### src/hw/rtl/fcsp_pkg.sv
// ----------------------------------------------------------------------------
// Framed CSV status parser package
// Shared widths, register indexes and the result record layout.
// ----------------------------------------------------------------------------
package fcsp_pkg;

    // Default number of bytes kept from the body of one frame.
    localparam int KEEP_BYTES_DEF = 31;

    // Number of comma-separated fields in a valid frame.
    localparam int FIELD_COUNT = 5;

    // Configuration port.
    localparam int CFG_IDX_W  = 2;
    localparam int CFG_DATA_W = 8;

    localparam logic [CFG_IDX_W-1:0] REG_START_MARKER = 2'd0;
    localparam logic [CFG_IDX_W-1:0] REG_END_MARKER   = 2'd1;
    localparam logic [CFG_IDX_W-1:0] REG_FLOOR_COUNT  = 2'd2;

    // Register reset values.
    localparam logic [7:0] START_MARKER_RST = 8'd60;
    localparam logic [7:0] END_MARKER_RST   = 8'd62;
    localparam logic [6:0] FLOOR_COUNT_RST  = 7'd18;

    // Floor limit ceiling, so that floor outputs fit in six bits.
    localparam logic [6:0] FLOOR_CAP = 7'd64;

    // Character codes.
    localparam logic [7:0] CHR_NUL   = 8'h00;
    localparam logic [7:0] CHR_COMMA = 8'h2C;
    localparam logic [7:0] CHR_MINUS = 8'h2D;
    localparam logic [7:0] CHR_ZERO  = 8'h30;
    localparam logic [7:0] CHR_NINE  = 8'h39;

    // Service field codes on the link and their encoded results.
    localparam logic [7:0] SVC_CODE_FAULT    = 8'd1;
    localparam logic [7:0] SVC_CODE_REVISION = 8'd2;
    localparam logic [7:0] SVC_CODE_MISSING  = 8'd3;
    localparam logic [7:0] SVC_CODE_NORMAL   = 8'd5;

    localparam logic [1:0] SVC_NORMAL   = 2'd0;
    localparam logic [1:0] SVC_FAULT    = 2'd1;
    localparam logic [1:0] SVC_REVISION = 2'd2;
    localparam logic [1:0] SVC_MISSING  = 2'd3;

    // Stream data widths.
    localparam int S_TDATA_W = 8;
    localparam int M_TDATA_W = 24;

    // Result record, frame_ok in the lowest bit of the packed vector.
    typedef struct packed {
        logic [5:0] pad;
        logic [1:0] service;
        logic [1:0] direction;
        logic       busy_res;
        logic [5:0] floor_target;
        logic [5:0] floor_now;
        logic       frame_ok;
    } t_result;

endpackage

### src/hw/rtl/framed_csv_status_parser_unit.sv
// ----------------------------------------------------------------------------
// Framed CSV status parser
// Parses framed, comma-separated lift status records from a byte stream.
// ----------------------------------------------------------------------------
// Throughput: one byte transaction per clock cycle while the skid register is
// empty. The end-marker transaction registers the frame's result into the
// output buffer; all byte work is one combinational pass. The two-entry
// buffer (head and skid register) keeps bytes flowing while a result waits.
// Reset (i_rst_n low, synchronous) clears the frame state and the output
// buffer and loads the marker and floor-count registers with their defaults.
module framed_csv_status_parser_unit
    import fcsp_pkg::*;
#(
    parameter int KEEP_BYTES = KEEP_BYTES_DEF
) (
    input  logic                  i_clk,
    input  logic                  i_rst_n,
    // Configuration write channel.
    input  logic                  i_cfg_valid,
    output logic                  o_cfg_ready,
    input  logic [CFG_IDX_W-1:0]  i_cfg_index,
    input  logic [CFG_DATA_W-1:0] i_cfg_data,
    // Byte input stream.
    input  logic                  i_s_tvalid,
    output logic                  o_s_tready,
    input  logic [S_TDATA_W-1:0]  i_s_tdata,   // [7:0] data_byte
    // Result stream.
    output logic                  o_m_tvalid,
    input  logic                  i_m_tready,
    // [0] frame_ok, [6:1] floor_now, [12:7] floor_target, [13] busy_res,
    // [15:14] direction, [17:16] service, [23:18] zero
    output logic [M_TDATA_W-1:0]  o_m_tdata
);

    localparam int KEEP_W = $clog2(KEEP_BYTES + 1);
    localparam int FLD_STORED = FIELD_COUNT - 1;

    // ------------------------------------------------------------------------
    // Configuration registers. Writes are always accepted; indexes beyond the
    // register list are ignored.
    // ------------------------------------------------------------------------
    logic [7:0] r_start_marker;
    logic [7:0] r_end_marker;
    logic [6:0] r_floor_count;

    assign o_cfg_ready = 1'b1;

    always_ff @(posedge i_clk) begin
        if (!i_rst_n) begin
            r_start_marker <= START_MARKER_RST;
            r_end_marker   <= END_MARKER_RST;
            r_floor_count  <= FLOOR_COUNT_RST;
        end else if (i_cfg_valid && o_cfg_ready) begin
            unique case (i_cfg_index)
                REG_START_MARKER: r_start_marker <= i_cfg_data[7:0];
                REG_END_MARKER:   r_end_marker   <= i_cfg_data[7:0];
                REG_FLOOR_COUNT:  r_floor_count  <= i_cfg_data[6:0];
                default: ;
            endcase
        end
    end

    // ------------------------------------------------------------------------
    // Frame and field state.
    // ------------------------------------------------------------------------
    logic              r_in_frame,  n_in_frame;
    logic [KEEP_W-1:0] r_kept,      n_kept;
    logic              r_stopped,   n_stopped;
    logic [2:0]        r_commas,    n_commas;
    logic              r_has_char,  n_has_char;
    logic              r_neg,       n_neg;
    logic [7:0]        r_acc,       n_acc;
    logic              r_bad,       n_bad;

    // The first four fields are held here as each comma closes them; the last
    // field is still in the accumulator when the end marker arrives.
    logic [7:0]        r_fld [FLD_STORED];
    logic              fld_we;

    // ------------------------------------------------------------------------
    // Output buffer: a head register and a skid register behind it.
    // ------------------------------------------------------------------------
    t_result r_out, r_skid;
    logic    r_out_valid, r_skid_valid;

    logic    s_acc;
    logic    pop;
    logic    push;
    t_result res;

    assign o_s_tready = !r_skid_valid;
    assign s_acc      = i_s_tvalid && o_s_tready;
    assign pop        = r_out_valid && i_m_tready;

    // ------------------------------------------------------------------------
    // Byte classification and per-byte field arithmetic.
    // ------------------------------------------------------------------------
    logic [7:0]  byte_in;
    logic        is_end;
    logic        is_digit;
    logic [3:0]  digit;
    logic [11:0] acc_x10;
    logic        close_bad;
    logic        cur_bad;
    logic [7:0]  lim;
    logic        fields_ok;
    logic [1:0]  svc;
    logic        svc_ok;
    logic        frame_ok;

    assign byte_in  = i_s_tdata[7:0];
    assign is_end   = r_in_frame && (byte_in == r_end_marker);
    assign is_digit = (byte_in >= CHR_ZERO) && (byte_in <= CHR_NINE);
    assign digit    = 4'(byte_in - CHR_ZERO);
    // Ten times the magnitude plus the new digit; saturated at 255 below.
    assign acc_x10  = {1'b0, r_acc, 3'b000} + {3'b000, r_acc, 1'b0} + {8'h00, digit};

    // Closing the current field fails the frame if it is empty, or if it is
    // a minus sign followed by a nonzero magnitude.
    assign close_bad = !r_has_char || (r_neg && (r_acc != 8'd0));
    assign cur_bad   = r_bad || close_bad;

    // Floor counts above the cap behave as the cap.
    assign lim = {1'b0, (r_floor_count > FLOOR_CAP) ? FLOOR_CAP : r_floor_count};

    assign fields_ok = (r_fld[0] < lim) && (r_fld[1] < lim)
                    && (r_fld[2] <= 8'd1) && (r_fld[3] <= 8'd2);

    always_comb begin
        svc    = SVC_NORMAL;
        svc_ok = 1'b1;
        unique case (r_acc)
            SVC_CODE_FAULT:    svc = SVC_FAULT;
            SVC_CODE_REVISION: svc = SVC_REVISION;
            SVC_CODE_MISSING:  svc = SVC_MISSING;
            SVC_CODE_NORMAL:   svc = SVC_NORMAL;
            default:           svc_ok = 1'b0;
        endcase
    end

    assign frame_ok = (r_commas == 3'(FIELD_COUNT - 1)) && !cur_bad && fields_ok && svc_ok;

    always_comb begin
        res = '0;
        if (frame_ok) begin
            res.frame_ok     = 1'b1;
            res.floor_now    = r_fld[0][5:0];
            res.floor_target = r_fld[1][5:0];
            res.busy_res     = r_fld[2][0];
            res.direction    = r_fld[3][1:0];
            res.service      = svc;
        end
    end

    assign push = s_acc && is_end;

    // ------------------------------------------------------------------------
    // Next-state logic for one byte transaction.
    // ------------------------------------------------------------------------
    always_comb begin
        n_in_frame = r_in_frame;
        n_kept     = r_kept;
        n_stopped  = r_stopped;
        n_commas   = r_commas;
        n_has_char = r_has_char;
        n_neg      = r_neg;
        n_acc      = r_acc;
        n_bad      = r_bad;
        fld_we     = 1'b0;

        if (s_acc) begin
            if (!r_in_frame) begin
                // Outside a frame only the start marker matters.
                if (byte_in == r_start_marker) begin
                    n_in_frame = 1'b1;
                    n_kept     = '0;
                    n_stopped  = 1'b0;
                    n_commas   = '0;
                    n_has_char = 1'b0;
                    n_neg      = 1'b0;
                    n_acc      = '0;
                    n_bad      = 1'b0;
                end
            end else if (is_end) begin
                n_in_frame = 1'b0;
            end else if (r_kept < KEEP_W'(KEEP_BYTES)) begin
                n_kept = r_kept + KEEP_W'(1);
                if (!r_stopped) begin
                    if (byte_in == CHR_NUL) begin
                        // A zero byte ends the parsed content of the frame.
                        n_stopped = 1'b1;
                    end else if (byte_in == CHR_COMMA) begin
                        n_bad      = cur_bad;
                        fld_we     = (r_commas < 3'(FLD_STORED));
                        n_commas   = (r_commas == 3'd7) ? r_commas : r_commas + 3'd1;
                        n_has_char = 1'b0;
                        n_neg      = 1'b0;
                        n_acc      = '0;
                    end else if (byte_in == CHR_MINUS) begin
                        // A minus is only allowed as the first character.
                        if (r_has_char) begin
                            n_bad = 1'b1;
                        end
                        n_has_char = 1'b1;
                        n_neg      = 1'b1;
                    end else if (is_digit) begin
                        n_acc      = (acc_x10 > 12'd255) ? 8'd255 : acc_x10[7:0];
                        n_has_char = 1'b1;
                    end else begin
                        n_bad = 1'b1;
                    end
                end
            end
        end
    end

    always_ff @(posedge i_clk) begin
        if (!i_rst_n) begin
            r_in_frame <= 1'b0;
            r_kept     <= '0;
            r_stopped  <= 1'b0;
            r_commas   <= '0;
            r_has_char <= 1'b0;
            r_neg      <= 1'b0;
            r_acc      <= '0;
            r_bad      <= 1'b0;
        end else begin
            r_in_frame <= n_in_frame;
            r_kept     <= n_kept;
            r_stopped  <= n_stopped;
            r_commas   <= n_commas;
            r_has_char <= n_has_char;
            r_neg      <= n_neg;
            r_acc      <= n_acc;
            r_bad      <= n_bad;
        end
    end

    // Field store: written only after a frame has started, so it needs no reset.
    always_ff @(posedge i_clk) begin
        if (fld_we) begin
            r_fld[r_commas[1:0]] <= r_acc;
        end
    end

    // ------------------------------------------------------------------------
    // Output buffer control. A result enters the head register when it is
    // free or draining and the skid is empty, else it waits in the skid.
    // ------------------------------------------------------------------------
    always_ff @(posedge i_clk) begin
        if (!i_rst_n) begin
            r_out_valid  <= 1'b0;
            r_skid_valid <= 1'b0;
        end else if (!r_out_valid || pop) begin
            if (r_skid_valid) begin
                r_out_valid  <= 1'b1;
                r_skid_valid <= push;
            end else begin
                r_out_valid  <= push;
            end
        end else if (push) begin
            r_skid_valid <= 1'b1;
        end
    end

    always_ff @(posedge i_clk) begin
        if (!r_out_valid || pop) begin
            if (r_skid_valid) begin
                r_out <= r_skid;
                if (push) begin
                    r_skid <= res;
                end
            end else if (push) begin
                r_out <= res;
            end
        end else if (push) begin
            r_skid <= res;
        end
    end

    assign o_m_tvalid = r_out_valid;
    assign o_m_tdata  = r_out;

endmodule

### config.mk
export PLATFORM = sky130hd
export DESIGN_NAME = framed_csv_status_parser_unit
export DESIGN_NICKNAME = d
export VERILOG_FILES = /design/src/hw/rtl/fcsp_pkg.sv /design/src/hw/rtl/framed_csv_status_parser_unit.sv
export SDC_FILE = /design/constraint.sdc
export NUM_CORES = 1
export LEC_CHECK = 0
export BUFFER_PORTS_ARGS = -buffer_cell sky130_fd_sc_hd__clkbuf_2
export CAP_MARGIN = 20
export CORE_MARGIN = 2
export CORE_UTILIZATION = 25
export CTS_BUF_LIST = sky130_fd_sc_hd__clkbuf_8
export DETAILED_ROUTE_END_ITERATION = 8
export SYNTH_ARGS = -nofsm -noshare
export SYNTH_HDL_FRONTEND = slang
export SYNTH_SLANG_ARGS = --single-unit
### constraint.sdc
create_clock -name i_clk -period 6.5 [get_ports i_clk]
set_input_delay 0.65 -clock i_clk [delete_from_list [all_inputs] [get_ports i_clk]]
set_output_delay 0.65 -clock i_clk [all_outputs]
set_load 0.01 [all_outputs]
==> results by group <==
Power
  • Peak VDD IR: ~0.13 mV
  • P_leak: 2.51 nW
  • Pwr Total: around 0.0016 W
  • Pwr dens: between 200 and 300 nW/um^2

Die
  • Starting Density: 25.6%
  • Die height: around 150 um
  • I/O pin cnt: 50
  • Core Box Area: 21200 um^2
  • Die area: 23000 um^2
  • Rows: 53
  • Die X-Extent: about 150 um

Routing
  • Remaining DRCs: 0
  • Vias per inst: 4.50
  • WL final: around 11000 um
  • Detailed Routing Iterations Pass 1: 5
  • WL/cell: 13.6 um
  • Antenna violation net count after detailed routing: 0
  • Vias: approximately 3700
  • Initial drt markers: ~160

Logic synthesis
  • Post-synth ARST share: 0%
  • Area leader, netlist: edfxtp_1
  • Cell variety after synth: a little under 60
  • Post-synthesis xor/xnor area fraction: 3.38%
  • Post-synthesis adder-cell area fraction: 8.33%
  • Largest family of logic cells by synthesized area: simple AND/OR/NAND/NOR gates
  • Flops & latches, synth: 114
  • EDFF count, synth: 68
  • Complex-gate fraction of the synthesized area: 10.5%
  • Cells taking the most area after synthesis: edfxtp_1 (38%), dfxtp_1 (17%), ha_1 (7.6%)
  • Yosys top cell area share: between 30% and 40%
  • Predominant post-synthesis flop cell: edfxtp_1
  • Synth Area per Inst: roughly 11 um^2
  • Mapped Cells: about 490
  • Cell Area, Synth: approximately 5400 um^2
  • Register area share after synthesis: 54.5%
  • Synth warn: 0
  • Simple-gate portion of the synthesized area: 15.7%
  • Mux cell area share after synthesis: 3.34%

Hold path
  • Path category of the worst min-delay check: input port to flip-flop

STA
  • Final Hold Vio Count: 0
  • Final period util: 48.4%
  • Final setup violation count: 0
  • Max Clk Rate: between 0.3 and 0.4 GHz
  • Setup TNS: 0 ps
  • Final worst slack: between 3000 and 4000 ps
  • Minimum clock period: 3150 ps
  • RSZ-0062 raised after global routing: false
  • Final Max Tran Viols: 0
  • Max-slew headroom: 28.3%
  • Setup Skew: 8.01 ps
  • Worst-margin pin slew: 1070 ps

CTS
  • Clk buf depth: 2
  • CTS sink count: 114
  • CTS tree: done
  • Clock Latency Late Sink: 430 ps
  • Post-cts sizing count: 0
  • CTS clock-pin slew for the worst setup and hold paths: 70 ps
  • Hold-fix buffers, CTS: 0
  • Setup Fix Bufs, Post-CTS: 0
  • Inserted Clock Buffers: 17
  • Root Driver: clkbuf_8
  • Htree depth: 4

GRT
  • Initial antenna violation count: 0
  • Number of global-route vias before repair: 3600
  • All-Layer GR Usage: 10.4%
  • Pin count of the biggest net entering global routing: 38
  • First-pass GRT wire length: 18400 um
  • Grt total ovfl: 0

Worst setup path
  • R2R setup slack: between 3000 and 4000 ps
  • Startpoint class of the critical path: flip-flop
  • Crit. Startpoint: r_floor_count[6]
  • Critical path arrival: approximately 3400 ps
  • Setup CP Type: flip-flop to flip-flop
  • R2R depth: 8
  • Required time of the worst setup path: between 6000 and 7000 ps
  • Crit. End Element: flip-flop
  • Crit-path max FO: 16
  • Worst reg2reg endpoint: o_m_tdata[16]
  • Crit path to: o_m_tdata[16]
  • R2R Path Start: r_floor_count[6]

Finish
  • Most common cell after layout, fill and taps aside: edfxtp_1
  • Synthesis-to-finish area growth: 17.8%
  • Share of layout cells above drive strength 1: 16.7%
  • Commonest non-fill, non-tap cells in the layout: edfxtp_1 (68), nand2_1 (59), dfxtp_1 (46)
  • Ant. Diodes: 0
  • Final #Nets: 595

Placement
  • GPL Wtd Cong: between 0.7 and 0.8
  • IO Port Bufs: 42
  • Detailed placer's ending HPWL: 8340 um
  • Pre-CTS setup slack: 3360 ps

Flow run
  • Max Cap Viol: 0

Run status
  • Status: completed
sequential cells by signal (all words and copies together), names as in the netlist, 3 cells and up:
| signal | count |
|---|---|
| r_end_marker | 8 |
| r_acc | 8 |
| r_fld | 32 |
| r_skid | 18 |
| r_start_marker | 8 |
| o_m_tdata | 18 |
| r_kept | 5 |
| r_commas | 3 |
| r_floor_count | 7 |
metrics by stage:
stage                     util [%]  cells  area [um^2]  hold WS (ps)
after floorplan                  -    496         5460           427
after detailed placement      27.9    793         5920           448
after global routing          30.2    825         6410           448
after global placement        27.9    793         5920           439
final                         30.2    825         6410           459
after CTS                     30.2    825         6410           426
kinds of logic (layout without fill, tap and decap cells):
group / after synthesis / after routing
adders and majority gates: 35 / 35
DFF: 114 / 114
and+or+nand+nor: 173 / 173
AOI/OAI and AO/OA: 78 / 78
muxes: 18 / 18
xor gates and xnor gates: 21 / 21
other: 2 / 7
buffers and inverters: 50 / 104
report_power, final:
part           switching [W]  internal, W
clock               0.000307     0.000500
sequential        0.00000410     0.000762
combinational      0.0000342    0.0000225
how the worst min path moves through the flow:
stage / start / end / slack [ps] / cells past startpoint
finish: i_cfg_data[7] / r_end_marker[7] / 460 / 3
global route: i_cfg_data[7] / r_end_marker[7] / 450 / 3
detailed placement: r_bad / r_bad / 450 / 1
global placement: r_bad / r_bad / 440 / 1
CTS: i_cfg_data[7] / r_end_marker[7] / 430 / 3
floorplan: r_bad / r_bad / 430 / 1
cell usage after synthesis, types with 3 or more instances:
master and number:
nand3b_1 4, inv_1 26, nor4_1 8, nor2_1 36, xor2_1 8, clkbuf_1 13, o21ai_0 14, a211oi_1 5
nand2_1 59, a21o_1 3, or2_2 4, nor3_1 6, a21oi_1 11, edfxtp_1 68, and2_1 6, or4_1 4
and3_1 3, xnor2_1 13, nor2b_1 3, o21a_1 3, mux2i_1 17, nand2b_1 3, dfxtp_1 46, buf_4 7
o21ai_1 12, o2bb2ai_1 8, ha_1 33, nand4_1 18, nand3_1 10
worst max-delay path: stages (launching register included):
cell and delay, ps:
dfxtp_1 360, inv_1 140, ha_1 220, or3_1 390, a2111oi_2 370, nand4_1 190
a2111oi_4 800, nand3_2 260, o41ai_2 240
routing by layer:
metal  track usage (%)  part of all wire [%]  up-vias
met1              13.1                    48     1772
met3              3.41                   4.6        7
met5                 0                     0        -
met2              16.9                    47       63
met4              3.43                  0.65        0
li1                  -                     -     1868
layout make-up:
type                       instances  area, um^2
fill                            2198       14800
sequential                       114        2960
inverter                          26        97.6
tap                              275         344
multi-input combinational        332        2280
clock inverter                    15         253
clock buffer                      17         234
timing repair buffer              46         240
(Power assumes the default switching activity.)
